<file path="src/sdp_pkg.sv">
// Shared types, constants and the helper function of the step/direction pulser.
package sdp_pkg;

  localparam int DEG_W   = 24;
  localparam int COUNT_W = 25;
  localparam int TIMER_W = 20;
  localparam int NUM_W   = 41;
  localparam int DEN_W   = 28;
  localparam int PER_W   = 26;
  localparam int CFG_IDX_W  = 2;
  localparam int CFG_DATA_W = 16;

  localparam logic [CFG_IDX_W-1:0] CFG_PULSES_PER_REV    = 2'd0;
  localparam logic [CFG_IDX_W-1:0] CFG_TARGET_RPM        = 2'd1;
  localparam logic [CFG_IDX_W-1:0] CFG_PULSE_HIGH_TENTHS = 2'd2;

  localparam logic FUNC_TICK = 1'b0;
  localparam logic FUNC_MOVE = 1'b1;

  // The divisor 36000 is 32 * 1125; the remaining division by 1125 uses rounded-up
  // reciprocals ceil(2^s / 1125), exact for dividends below 2^(s - 11).
  localparam int                 CNT_SHIFT     = 5;
  localparam logic [19:0]        RECIP_TURN    = 20'd954438;
  localparam int                 RECIP_TURN_SH = 30;
  localparam logic [27:0]        RECIP_REST    = 28'd244335918;
  localparam int                 RECIP_REST_SH = 38;
  localparam logic [15:0]        DEG_DIVISOR   = 16'd36000;
  localparam logic [31:0]        DEG_HALF      = 32'd18000;
  localparam logic [NUM_W-1:0]   US_PER_MIN    = 41'd60000000;
  localparam logic [COUNT_W:0]   COUNT_MAX     = 26'h1FFFFFF;
  localparam logic [PER_W-1:0]   TIMER_MAX     = 26'hFFFFF;

  localparam logic [15:0] PPR_RESET  = 16'd400;
  localparam logic [11:0] RPM_RESET  = 12'd600;
  localparam logic [5:0]  HIGH_RESET = 6'd25;

  typedef struct packed {
    logic              func;
    logic              direction;
    logic [DEG_W-1:0]  degree_centi;
  } in_t;

  typedef struct packed {
    logic               dir_level;
    logic               pulse_level;
    logic               busy_res;
    logic               rejected;
    logic [COUNT_W-1:0] pulses_left;
  } out_t;

  typedef struct packed {
    logic step_tick;
    logic step_reject;
    logic latch_move;
    logic mul;
    logic div_start;
    logic div_sel_period;
    logic take_count;
    logic finish;
  } cmd_t;

  typedef struct packed {
    logic busy;
    logic prod_zero;
    logic div_done;
  } sts_t;

  // Floor of x / 10 for any 7-bit x; the multiply-and-shift is exact for x below 1029.
  function automatic logic [3:0] div10(input logic [6:0] x);
    logic [14:0] p;
    p = 15'(x) * 15'd205;
    return p[14:11];
  endfunction

endpackage

</file>
<file path="src/sdp_div.sv">
// Restoring serial divider producing one quotient bit per cycle.
module sdp_div import sdp_pkg::*; (
  input  logic             clk_i,
  input  logic             rst_ni,
  input  logic             start_i,
  input  logic [NUM_W-1:0] num_i,
  input  logic [DEN_W-1:0] den_i,
  output logic             done_o,
  output logic [NUM_W-1:0] quot_o
);

  localparam int CNT_W = $clog2(NUM_W);

  logic             busy_q, busy_d;
  logic             done_q, done_d;
  logic [CNT_W-1:0] cnt_q, cnt_d;
  logic [NUM_W-1:0] num_q, num_d;
  logic [DEN_W-1:0] rem_q, rem_d;
  logic [DEN_W-1:0] den_q, den_d;
  logic [DEN_W:0]   trial;
  logic             fits;

  always_comb begin
    trial  = {rem_q, num_q[NUM_W-1]};
    fits   = trial >= {1'b0, den_q};
    busy_d = busy_q;
    done_d = 1'b0;
    cnt_d  = cnt_q;
    num_d  = num_q;
    rem_d  = rem_q;
    den_d  = den_q;
    if (start_i) begin
      busy_d = 1'b1;
      cnt_d  = CNT_W'(NUM_W - 1);
      num_d  = num_i;
      rem_d  = '0;
      den_d  = den_i;
    end else if (busy_q) begin
      num_d = {num_q[NUM_W-2:0], fits};
      rem_d = fits ? DEN_W'(trial - {1'b0, den_q}) : trial[DEN_W-1:0];
      if (cnt_q == '0) begin
        busy_d = 1'b0;
        done_d = 1'b1;
      end else begin
        cnt_d = cnt_q - 1'b1;
      end
    end
  end

  always_ff @(posedge clk_i or negedge rst_ni) begin
    if (!rst_ni) begin
      busy_q <= 1'b0;
      done_q <= 1'b0;
      cnt_q  <= '0;
    end else begin
      busy_q <= busy_d;
      done_q <= done_d;
      cnt_q  <= cnt_d;
    end
  end

  always_ff @(posedge clk_i) begin
    num_q <= num_d;
    rem_q <= rem_d;
    den_q <= den_d;
  end

  assign done_o = done_q;
  assign quot_o = num_q;

endmodule

</file>
<file path="src/sdp_dp.sv">
// Datapath: configuration registers, move arithmetic, pulse timing and result register.
module sdp_dp import sdp_pkg::*; #(
  parameter int SETTLE_TICKS = 10,
  parameter int ANGLE_BITS   = 24
) (
  input  logic                  clk_i,
  input  logic                  rst_ni,
  input  in_t                   in_data_i,
  input  logic                  cfg_valid_i,
  input  logic [CFG_IDX_W-1:0]  cfg_index_i,
  input  logic [CFG_DATA_W-1:0] cfg_data_i,
  input  cmd_t                  cmd_i,
  output sts_t                  sts_o,
  output out_t                  out_data_o
);

  localparam int AngleKeep = (ANGLE_BITS < DEG_W) ? ANGLE_BITS : DEG_W;
  localparam logic [DEG_W-1:0] AngleMask = DEG_W'((64'd1 << AngleKeep) - 64'd1);
  localparam int TurnsW = 9;
  localparam int RestW  = 32;
  localparam int RestQW = 17;
  localparam int SumW   = COUNT_W + 1;

  typedef enum logic [1:0] {
    PH_IDLE   = 2'd0,
    PH_SETTLE = 2'd1,
    PH_HIGH   = 2'd2,
    PH_LOW    = 2'd3
  } phase_e;

  logic [15:0]        ppr_q, ppr_d;
  logic [11:0]        rpm_q, rpm_d;
  logic [5:0]         high_q, high_d;
  logic               dir_q, dir_d;
  logic               pulse_q, pulse_d;
  phase_e             phase_q, phase_d;
  logic [TIMER_W-1:0] timer_q, timer_d;
  logic [COUNT_W-1:0] count_q, count_d;
  logic [TIMER_W-1:0] low_q, low_d;

  logic [DEG_W-1:0]   angle_q, angle_d;
  logic [DEN_W-1:0]   prod_q, prod_d;
  logic [COUNT_W-1:0] pulses_q, pulses_d;
  out_t               out_q, out_d;

  logic [3:0]         cnt_v_q, cnt_v_d;
  logic [TurnsW-1:0]  turns_q, turns_d;
  logic [15:0]        frac_q, frac_d;
  logic [COUNT_W-1:0] whole_q, whole_d;
  logic [RestW-1:0]   rest_q, rest_d;
  logic [RestQW-1:0]  rest_div_q, rest_div_d;
  logic [38:0]        turns_prod;
  logic [54:0]        rest_prod;
  logic [SumW-1:0]    cnt_sum;
  logic               cnt_go;
  logic               per_go;

  logic               div_done;
  logic [NUM_W-1:0]   div_quot;

  logic [3:0]         high_floor, high_ceil, high_round;
  logic [TIMER_W-1:0] high_ticks, timer_dec;
  logic [PER_W-1:0]   period, period_fix, low_full;
  logic [TIMER_W-1:0] low_sat;

  assign cnt_go = cmd_i.div_start && !cmd_i.div_sel_period;
  assign per_go = cmd_i.div_start && cmd_i.div_sel_period;

  sdp_div u_div (
    .clk_i   (clk_i),
    .rst_ni  (rst_ni),
    .start_i (per_go),
    .num_i   (US_PER_MIN),
    .den_i   (prod_q),
    .done_o  (div_done),
    .quot_o  (div_quot)
  );

  // Pulse count pipeline: whole turns times ppr plus the rounded share of the remainder.
  assign turns_prod = 39'(angle_q[DEG_W-1:CNT_SHIFT]) * 39'(RECIP_TURN);
  assign turns_d    = turns_prod[RECIP_TURN_SH +: TurnsW];
  assign frac_d     = 16'(angle_q - DEG_W'(turns_q) * DEG_W'(DEG_DIVISOR));
  assign whole_d    = COUNT_W'(turns_q) * COUNT_W'(ppr_q);
  assign rest_d     = RestW'(frac_q) * RestW'(ppr_q) + DEG_HALF;
  assign rest_prod  = 55'(rest_q[RestW-1:CNT_SHIFT]) * 55'(RECIP_REST);
  assign rest_div_d = rest_prod[RECIP_REST_SH +: RestQW];
  assign cnt_sum    = SumW'(whole_q) + SumW'(rest_div_q);
  assign cnt_v_d    = {cnt_v_q[2:0], cnt_go};

  assign high_floor = div10({1'b0, high_q});
  assign high_ceil  = div10(7'(high_q) + 7'd9);
  assign high_round = div10(7'(high_q) + 7'd5);
  assign high_ticks = (high_round == '0) ? TIMER_W'(1) : TIMER_W'(high_round);
  assign timer_dec  = (timer_q != '0) ? timer_q - 1'b1 : '0;

  assign period     = div_quot[PER_W-1:0];
  assign period_fix = (period <= PER_W'(high_floor) + PER_W'(1)) ?
                      PER_W'(high_floor) + PER_W'(2) : period;
  assign low_full   = period_fix - PER_W'(high_ceil);
  assign low_sat    = (low_full > TIMER_MAX) ? TIMER_MAX[TIMER_W-1:0] : low_full[TIMER_W-1:0];

  always_comb begin
    ppr_d    = ppr_q;
    rpm_d    = rpm_q;
    high_d   = high_q;
    dir_d    = dir_q;
    pulse_d  = pulse_q;
    phase_d  = phase_q;
    timer_d  = timer_q;
    count_d  = count_q;
    low_d    = low_q;
    angle_d  = angle_q;
    prod_d   = prod_q;
    pulses_d = pulses_q;
    out_d    = out_q;

    if (cfg_valid_i) begin
      case (cfg_index_i)
        CFG_PULSES_PER_REV:    ppr_d  = cfg_data_i;
        CFG_TARGET_RPM:        rpm_d  = cfg_data_i[11:0];
        CFG_PULSE_HIGH_TENTHS: high_d = cfg_data_i[5:0];
        default: ;
      endcase
    end

    if (cmd_i.latch_move) begin
      angle_d = in_data_i.degree_centi & AngleMask;
      dir_d   = in_data_i.direction;
    end
    if (cmd_i.mul) begin
      prod_d = DEN_W'(rpm_q) * DEN_W'(ppr_q);
    end
    if (cmd_i.take_count) begin
      pulses_d = (cnt_sum > COUNT_MAX) ? COUNT_MAX[COUNT_W-1:0] : cnt_sum[COUNT_W-1:0];
    end
    if (cmd_i.finish) begin
      pulse_d = 1'b0;
      count_d = pulses_q;
      low_d   = low_sat;
      phase_d = PH_SETTLE;
      timer_d = TIMER_W'(SETTLE_TICKS);
    end

    if (cmd_i.step_tick && (phase_q != PH_IDLE)) begin
      timer_d = timer_dec;
      if (timer_dec == '0) begin
        case (phase_q)
          PH_SETTLE: begin
            if (count_q == '0) begin
              phase_d = PH_IDLE;
            end else begin
              pulse_d = 1'b1;
              phase_d = PH_HIGH;
              timer_d = high_ticks;
            end
          end
          PH_HIGH: begin
            pulse_d = 1'b0;
            if (count_q != '0) begin
              count_d = count_q - 1'b1;
            end
            phase_d = PH_LOW;
            timer_d = (low_q == '0) ? TIMER_W'(1) : low_q;
          end
          PH_LOW: begin
            if (count_q != '0) begin
              pulse_d = 1'b1;
              phase_d = PH_HIGH;
              timer_d = high_ticks;
            end else begin
              phase_d = PH_IDLE;
            end
          end
          default: ;
        endcase
      end
    end

    if (cmd_i.step_tick || cmd_i.step_reject || cmd_i.finish) begin
      out_d.dir_level   = dir_d;
      out_d.pulse_level = pulse_d;
      out_d.busy_res    = phase_d != PH_IDLE;
      out_d.rejected    = cmd_i.step_reject;
      out_d.pulses_left = count_d;
    end
  end

  always_ff @(posedge clk_i or negedge rst_ni) begin
    if (!rst_ni) begin
      ppr_q   <= PPR_RESET;
      rpm_q   <= RPM_RESET;
      high_q  <= HIGH_RESET;
      dir_q   <= 1'b0;
      pulse_q <= 1'b0;
      phase_q <= PH_IDLE;
      timer_q <= '0;
      count_q <= '0;
      low_q   <= '0;
      cnt_v_q <= '0;
    end else begin
      ppr_q   <= ppr_d;
      rpm_q   <= rpm_d;
      high_q  <= high_d;
      dir_q   <= dir_d;
      pulse_q <= pulse_d;
      phase_q <= phase_d;
      timer_q <= timer_d;
      count_q <= count_d;
      low_q   <= low_d;
      cnt_v_q <= cnt_v_d;
    end
  end

  always_ff @(posedge clk_i) begin
    angle_q    <= angle_d;
    prod_q     <= prod_d;
    pulses_q   <= pulses_d;
    out_q      <= out_d;
    turns_q    <= turns_d;
    frac_q     <= frac_d;
    whole_q    <= whole_d;
    rest_q     <= rest_d;
    rest_div_q <= rest_div_d;
  end

  assign sts_o.busy      = phase_q != PH_IDLE;
  assign sts_o.prod_zero = (ppr_q == '0) || (rpm_q == '0);
  assign sts_o.div_done  = div_done || cnt_v_q[3];
  assign out_data_o      = out_q;

endmodule

</file>
<file path="src/sdp_ctrl.sv">
// Controller state machine sequencing ticks, move setup and result transfers.
module sdp_ctrl import sdp_pkg::*; (
  input  logic clk_i,
  input  logic rst_ni,
  input  logic in_valid_i,
  input  logic in_func_i,
  input  logic out_stall_i,
  input  sts_t sts_i,
  output logic in_stall_o,
  output logic out_valid_o,
  output cmd_t cmd_o
);

  typedef enum logic [2:0] {
    S_IDLE     = 3'd0,
    S_MUL      = 3'd1,
    S_CNT_GO   = 3'd2,
    S_CNT_WAIT = 3'd3,
    S_PER_GO   = 3'd4,
    S_PER_WAIT = 3'd5
  } state_e;

  state_e state_q, state_d;
  logic   out_valid_q, out_valid_d;
  logic   accept;
  logic   refuse;

  assign in_stall_o = !((state_q == S_IDLE) && (!out_valid_q || !out_stall_i));
  assign accept     = in_valid_i && !in_stall_o;
  assign refuse     = sts_i.busy || sts_i.prod_zero;

  always_comb begin
    cmd_o       = '0;
    state_d     = state_q;
    out_valid_d = out_valid_q && out_stall_i;
    case (state_q)
      S_IDLE: begin
        if (accept) begin
          if (in_func_i != FUNC_MOVE) begin
            cmd_o.step_tick = 1'b1;
            out_valid_d     = 1'b1;
          end else if (refuse) begin
            cmd_o.step_reject = 1'b1;
            out_valid_d       = 1'b1;
          end else begin
            cmd_o.latch_move = 1'b1;
            state_d          = S_MUL;
          end
        end
      end
      S_MUL: begin
        cmd_o.mul = 1'b1;
        state_d   = S_CNT_GO;
      end
      S_CNT_GO: begin
        cmd_o.div_start = 1'b1;
        state_d         = S_CNT_WAIT;
      end
      S_CNT_WAIT: begin
        if (sts_i.div_done) begin
          cmd_o.take_count = 1'b1;
          state_d          = S_PER_GO;
        end
      end
      S_PER_GO: begin
        cmd_o.div_start      = 1'b1;
        cmd_o.div_sel_period = 1'b1;
        state_d              = S_PER_WAIT;
      end
      S_PER_WAIT: begin
        cmd_o.div_sel_period = 1'b1;
        if (sts_i.div_done) begin
          cmd_o.finish = 1'b1;
          out_valid_d  = 1'b1;
          state_d      = S_IDLE;
        end
      end
      default: begin
        state_d = S_IDLE;
      end
    endcase
  end

  always_ff @(posedge clk_i or negedge rst_ni) begin
    if (!rst_ni) begin
      state_q     <= S_IDLE;
      out_valid_q <= 1'b0;
    end else begin
      state_q     <= state_d;
      out_valid_q <= out_valid_d;
    end
  end

  assign out_valid_o = out_valid_q;

endmodule

</file>
<file path="src/stepper_step_dir_pulser.sv">
// Top level of the step/direction pulse generator.
// A tick or a refused move is answered in the cycle after its transfer; while the output
// is not stalled, one item per cycle is taken. An accepted move is answered after a
// multiply step, a four-stage pulse count pipeline and a serial divide for the period.
// One item is in work at a time; a new item is taken while the previous result is transferred.
// Reset is asynchronous and active low; it restores the default speed and pulse settings.
module stepper_step_dir_pulser import sdp_pkg::*; #(
  parameter int SETTLE_TICKS = 10,
  parameter int ANGLE_BITS   = 24
) (
  input  logic                  clk_i,
  input  logic                  rst_ni,
  input  logic                  in_valid_i,
  output logic                  in_stall_o,
  input  in_t                   in_data_i,
  output logic                  out_valid_o,
  input  logic                  out_stall_i,
  output out_t                  out_data_o,
  input  logic                  cfg_valid_i,
  output logic                  cfg_ready_o,
  input  logic [CFG_IDX_W-1:0]  cfg_index_i,
  input  logic [CFG_DATA_W-1:0] cfg_data_i
);

  cmd_t cmd;
  sts_t sts;

  assign cfg_ready_o = 1'b1;

  sdp_ctrl u_ctrl (
    .clk_i       (clk_i),
    .rst_ni      (rst_ni),
    .in_valid_i  (in_valid_i),
    .in_func_i   (in_data_i.func),
    .out_stall_i (out_stall_i),
    .sts_i       (sts),
    .in_stall_o  (in_stall_o),
    .out_valid_o (out_valid_o),
    .cmd_o       (cmd)
  );

  sdp_dp #(
    .SETTLE_TICKS (SETTLE_TICKS),
    .ANGLE_BITS   (ANGLE_BITS)
  ) u_dp (
    .clk_i       (clk_i),
    .rst_ni      (rst_ni),
    .in_data_i   (in_data_i),
    .cfg_valid_i (cfg_valid_i),
    .cfg_index_i (cfg_index_i),
    .cfg_data_i  (cfg_data_i),
    .cmd_i       (cmd),
    .sts_o       (sts),
    .out_data_o  (out_data_o)
  );

endmodule

</file>
<file path="config.mk">
export PLATFORM = sky130hd
export DESIGN_NAME = stepper_step_dir_pulser
export DESIGN_NICKNAME = d
export VERILOG_FILES = /design/src/sdp_pkg.sv /design/src/sdp_div.sv /design/src/sdp_dp.sv /design/src/sdp_ctrl.sv /design/src/stepper_step_dir_pulser.sv
export SDC_FILE = /design/constraint.sdc
export NUM_CORES = 2
export LEC_CHECK = 0
export ABC_AREA = 0
export BUFFER_PORTS_ARGS = -buffer_cell sky130_fd_sc_hd__buf_2
export CAP_MARGIN = 0
export CORE_MARGIN = 2
export CORE_UTILIZATION = 30
export DETAILED_ROUTE_END_ITERATION = 10
export PLACE_DENSITY = 0.52
export SYNTH_ARGS = -nofsm -noshare
export SYNTH_HDL_FRONTEND = slang
export SYNTH_SLANG_ARGS = --single-unit
</file>
<file path="constraint.sdc">
create_clock -name clk_i -period 7.6 [get_ports clk_i]
set_clock_uncertainty 0.05 [all_clocks]
set_input_delay 0.76 -clock clk_i [delete_from_list [all_inputs] [get_ports clk_i]]
set_output_delay 0.76 -clock clk_i [all_outputs]
set_load 0.005 [all_outputs]
</file>
== Word-level counts from Yosys, hierarchy flattened ==
Index checks and enable logic that the tools add are counted.

* Output and inout bits: 32
* Bits of input ports: 49
* Flip-flop bits (word level): 421
* Logic and storage cells: 172

* Magnitude comparators: 4
* Equality and inequality tests: 16
* Reductions and logical operators: 38
* Multipliers: 9
* Add/sub/neg operators: 12
* Mux-type cells: 62

{| class="wikitable"
|+ Operator list
! cell !! count
|-
| two-way mux 20 bit || 8
|-
| two-way mux 25 bit || 5
|-
| one-hot mux 20 bit (3 select lines) || 1
|-
| multiplier 27 x 27 -> 54 bit, second input constant || 1
|-
| zero test 20 bit || 2
|-
| multiplier 19 x 19 -> 38 bit, second input constant || 1
|-
| adder 32 x 15 -> 32 bit, second input constant || 1
|-
| multiplier 16 x 16 -> 32 bit || 1
|-
| multiplier 7 x 8 -> 15 bit, second input constant || 2
|-
| >= comparator 29 x 28 -> 1 bit || 1
|-
| multiplier 12 x 16 -> 28 bit || 1
|-
| two-way mux 28 bit || 1
|-
| subtractor 28 bit || 1
|-
| adder 25 x 17 -> 26 bit || 1
|-
| > comparator 26 x 20 -> 1 bit, second input constant || 1
|-
| > comparator 26 x 25 -> 1 bit, second input constant || 1
|-
| less-or-equal comparator 26 bit || 1
|-
| two-way mux 26 bit || 1
|-
| subtractor 26 x 4 -> 26 bit || 1
|-
| zero test 25 bit || 1
|-
| multiplier 9 x 16 -> 25 bit || 1
|-
| two-way mux 1 bit || 25
|-
| nonzero test 25 bit || 1
|-
| subtractor 25 x 1 -> 25 bit, second input constant || 1
|-
| 38 further kinds || 80
|}

== Longest topological paths before layout ==
* Depth in word-level cells: 10
* Gate-level depth with buffers: 38
* Gate-level depth less buffers: 37

== Modules after synthesis ==
Synthesis repeated with hierarchy kept, for this count alone.

* Cells, all modules: 5325
* Area total of the unflattened synthesis: 53433.7 µm²

{| class="wikitable"
|+ By module, submodules not included
! module !! area an instance (µm²) !! times used !! sequential area each (µm²) !! cells an instance
|-
| sdp_dp || 47010.1 || 1 || 7754.9 || 4723
|-
| sdp_div || 6142.1 || 1 || 2832.7 || 565
|-
| sdp_ctrl || 270.3 || 1 || 100.1 || 35
|-
| stepper_step_dir_pulser || 11.3 || 1 || 0.0 || 2
|}

== Least setup slack after synthesis ==
OpenSTA, ideal clock, no wires.

* Path type: flip-flop to flip-flop
* Start: reg u_dp.high_q[3]
* End: reg u_dp.low_q[11]
* Data required time: 7424 ps
* Stages on the path, launching flop included: 35
* Setup slack: 271 ps
* Library setup time: 126 ps
* Data arrival time: 7153 ps
* Path buffers: 1
* Cells stage by stage: dfstp_2 > inv_1 > ha_1 > inv_1 > fa_1 > ha_1 > ha_1 > a21o_1 > a21o_1 > a21o_1 > a21o_1 > a21oi_1 > o21bai_1 > xor2_1 > ha_1 > inv_1 > ha_1 > nor2b_1 > o21ai_0 > nand2b_1 > a21oi_1 > a21oi_1 > nand4b_1 > mux2i_1 > ha_1 > inv_1 > fa_1 > a21o_1 > a21oi_1 > nand3_1 > or4_1 > a2111oi_0 > and4_1 > buf_2 > a21oi_1

* Word-level cells in the longest chain between the ends: 7
* Elaborated cells on any way between the ends: 10

{| class="wikitable"
|+ Ends and longest elaborated chain
! what !! RTL line !! text
|-
| start: declaration || sdp_dp.sv:33 || <nowiki>logic [5:0] high_q, high_d;</nowiki>
|-
| start signal: assignment || sdp_dp.sv:203 || <nowiki>high_q <= high_d;</nowiki>
|-
| multiplier 6 x 8 -> 14 bit || sdp_pkg.sv:71 || <nowiki>p = 15'(x) * 15'd205;</nowiki>
|-
| adder 3 x 1 -> 4 bit || sdp_dp.sv:97 || <nowiki>assign period_fix = (period <= PER_W'(high_floor) + PER_W'(1)) ?</nowiki>
|-
| less-or-equal comparator 26 bit || sdp_dp.sv:97 ||
|-
| two-way mux 26 bit || sdp_dp.sv:97 ||
|-
| subtractor 26 x 4 -> 26 bit (*) || sdp_dp.sv:99 || <nowiki>assign low_full = period_fix - PER_W'(high_ceil);</nowiki>
|-
| > comparator 26 x 20 -> 1 bit || sdp_dp.sv:100 || <nowiki>assign low_sat = (low_full > TIMER_MAX) ? TIMER_MAX[TIMER_W-1:0] : low_full[TIMER_W-1:0];</nowiki>
|-
| two-way mux 20 bit (*) || sdp_dp.sv:100 ||
|-
| end signal: assignment || sdp_dp.sv:209 || <nowiki>low_q <= low_d;</nowiki>
|-
| end: declaration || sdp_dp.sv:39 || <nowiki>logic [TIMER_W-1:0] low_q, low_d;</nowiki>
|}

Every way passes the cells marked *; elsewhere a longest branch is shown, timed or not.
A chain may end at the register's enable or synchronous reset.

== Worst setup path after layout ==
* Start: reg u_dp.high_q[4]
* End: reg u_dp.low_q[12]

Same word-level chain as after synthesis.

==> flow_summary_export.csv <==
group,metric,value,unit
cts,cts_tree,"built",
setup_path,path_buf_inv,6,
cts,cts_made_buffers,52,
yosys,yosysSeqAreaShare,19.6,%
route,drt_wl_total,123,mm
layout,final_core_util,33.3,%
yosys,syn-cell-area,52300,µm²
run_status,status,"complete, no violations",
sta,period_minus_slack,7.22,ns
placed_design,dp_hpwl,99.4,mm
yosys,ys_async_sr_fraction,28.6,%
floorplan,die_w,422,µm
route,drt-initial-drc-count,1756,
cts,clockBufferDepth,3,
yosys,ys_types,90,
cts,cts_root_buf,"clkbuf_16",
sta,worst_pin_slew,1.07,ns
floorplan,die_area,178000,µm²
setup_path,cp_data_required_time,8.08,ns
floorplan,initial_core_util,30.1,%
placed_design,dp_slack,0.0230,ns
sta,setup_ws,0.383,ns
min_path,hold_class,"in -> async",
route,avgViaCountPerCell,4.64,
route,first_pass_iters,5,
sta,fmax,0.139,GHz
yosys,syn_nets,6868,
grt,grt_pass1_vias,37800,
placed_design,place_congestion,0.855,
layout,area_growth,10.5,%
sta,hold_violations,0,
grt,grt_max_degree,81,
route,post_drt_wl_per_cell,16.0,µm
yosys,synth_edf_count,134,
sta,finalMaxSlewViolations,0,
floorplan,die_h,422,µm
cts,clock_latency,0.66,ns
layout,post-route-cell-area,57800,µm²
yosys,synth_top_area_share,28.4,%
layout,mostFrequentLayoutCell,"inv_1",
yosys,synth_area_leaders,"fa_1, ha_1, edfxtp_1, inv_1, dfxtp_1",
cts,htree_levels,2,
layout,multi_input_area,38100,µm²
sta,fin_crit_sh,95.0,%
yosys,ys_warn_count,0,
setup_path,cpPeakStageDelay,0.57,ns
layout,layout.nets,6933,
setup_path,crit_path_end_kind,"flip-flop",
floorplan,fp-row-count,153,
route,ant_nets,0,
run,drv_cap,0,
sta,finalSetupViolations,0,
grt,antenna_found_initial,7,
setup_path,critPathLaunchType,"flip-flop",
sta,tns,0,ns
placed_design,place_area,55700,µm²
grt,grt_pass1_wl,204,mm
route,drc_errors,0,
placed_design,portBuffers,79,
layout,nFillCells,17800,
sta,rsz0062_at_grt,"true",
setup_path,cp_slowest_cell,"dfstp_2",
floorplan,pin_count,81,
setup_path,cp_top_family,"adder cells",
layout,ff_latch_area,10300,µm²
yosys,synth_flop_cell,"dfxtp_1",
setup_path,worstPathMaxFanout,5,
route,vias,35800,
layout,layout_common_cells,"inv_1, ha_1, fa_1, nand2_1, nor2_1",
yosys,netlist_instances,5273,
cts,clk_pin_slew,0.07,ns
floorplan,core-area,174000,µm²
grt,grt_overflow_total,0,
yosys,syn_avg_cell_area,9.92,µm²
grt,grt_use_total,14.1,%
sta,slew-limit-headroom,28.0,%
yosys,ys_seq_elements,416,
cts,cts_sinks,416,
setup_path,critPathArrivalTime,7.70,ns
setup_path,critical_path_class,"reg -> reg",
layout,drive_gt1_share,7.25,%
yosys,yosysTopAreaCell,"fa_1",
[cell type report]
type / instances / area share [%]
Antenna cell: 2 / 0.00866
Timing Repair Buffer: 183 / 2.16
Sequential cell: 416 / 17.8
Clock buffer: 60 / 2.40
Clock inverter: 38 / 0.818
Inverter: 907 / 5.89
Tap cell: 2325 / 5.03
Multi-Input combinational cell: 3778 / 65.9
[cell families after synthesis]
| logic type | synth area share (%) |
|---|---|
| other | 0.00717 |
| DFF | 19.6 |
| and+or+nand+nor | 12.2 |
| xor gates and xnor gates | 3.10 |
| muxes | 2.09 |
| adders and majority gates | 47.6 |
| buffers and inverters | 7.88 |
| AOI/OAI and AO/OA | 7.44 |
[metal layers]
layer  share of wire [%]  GRT usage [%]  wire length [µm]
met3                 3.8           2.05              4650
met5               0.015              0                19
met1                  47           19.3             57800
met4                 2.5           3.51              3060
met2                  47           23.3             57500
[flip-flops by register name, indices dropped and copies added (netlist names), 4 cells and up]
| signal | cells |
|---|---|
| u_dp.cnt_v_q | 4 |
| u_dp.u_div.rem_q | 28 |
| u_dp.ppr_q | 16 |
| u_dp.low_q | 20 |
| u_dp.pulses_q | 25 |
| u_dp.prod_q | 28 |
| u_dp.turns_q | 9 |
| u_dp.high_q | 6 |
| u_dp.u_div.quot_o | 41 |
| u_dp.rpm_q | 12 |
| u_dp.timer_q | 20 |
| u_dp.rest_q | 27 |
| u_dp.u_div.cnt_q | 6 |
| u_dp.rest_div_q | 17 |
| u_dp.u_div.den_q | 28 |
| u_dp.frac_q | 16 |
| u_dp.out_data_o | 29 |
| u_dp.count_q | 25 |
| u_dp.whole_q | 25 |
| u_dp.angle_q | 24 |
[worst register-to-register path, delay by kind of cell, from the launching register on]
family / cells / cell delay, ns
adders and majority gates: 8 / 2.45
buffers and inverters: 6 / 0.50
and+or+nand+nor: 6 / 1.43
AOI/OAI and AO/OA: 12 / 1.67
DFF: 1 / 0.57
muxes: 1 / 0.23
xor gates and xnor gates: 1 / 0.18
[stage by stage]
step	cells	hold WS (ns)
detailed placement	7599	0.278
CTS	7697	0.0520
finish	7709	0.0597
global route	7707	0.0843
global placement	7599	0.276
floorplan	5273	0.273
[synth_stat cells, drive strengths merged (21+ instances only)]
cell type	instances
xor2	54
o21ai	140
nor2b	25
inv	907
dfrtp	109
nor2	239
a21oi	188
mux2i	64
edfxtp	134
nand3	61
dfxtp	163
buf	26
nor4	32
o21a	34
mux2	40
nand2b	24
nor3	69
xnor2	131
or3	21
and2	227
a21boi	21
fa	742
nand4	25
nand2	529
clkbuf	146
a211oi	33
ha	804
a21o	53
[repair_timing]
item | in CTS | in global routing
hold buffers | 0 | 0
pin swaps | 1 | 21
endpoints found under the setup margin | 19 | 20
cloned | 0 | 3
resized for setup | 2 | 27
setup buffers | 0 | 7
[worst paths after layout]
kind                                             from  cells past startpoint  slack (ns)                           to
setup reg to reg           u_dp.high_q[4]$_DFFE_PN1P_                     34        0.38   u_dp.low_q[12]$_DFFE_PN0P_
setup / recovery           u_dp.high_q[4]$_DFFE_PN1P_                     34        0.38   u_dp.low_q[12]$_DFFE_PN0P_
hold reg to reg             u_dp.angle_q[1]$_DFFE_PP_                      0        0.29       u_dp.frac_q[1]$_DFF_P_
min in group clk_i                      in_data_i[22]                      1        0.24   u_dp.angle_q[22]$_DFFE_PP_
max in group asynchronous                      rst_ni                      2        6.01  u_dp.u_div.busy_q$_DFF_PN0_
hold / removal                                 rst_ni                      1        0.06    u_dp.count_q[6]$_DFF_PN0_
Power is not shown: default switching activity piles up to over one toggle a cycle in this logic, so the estimate is an artifact.
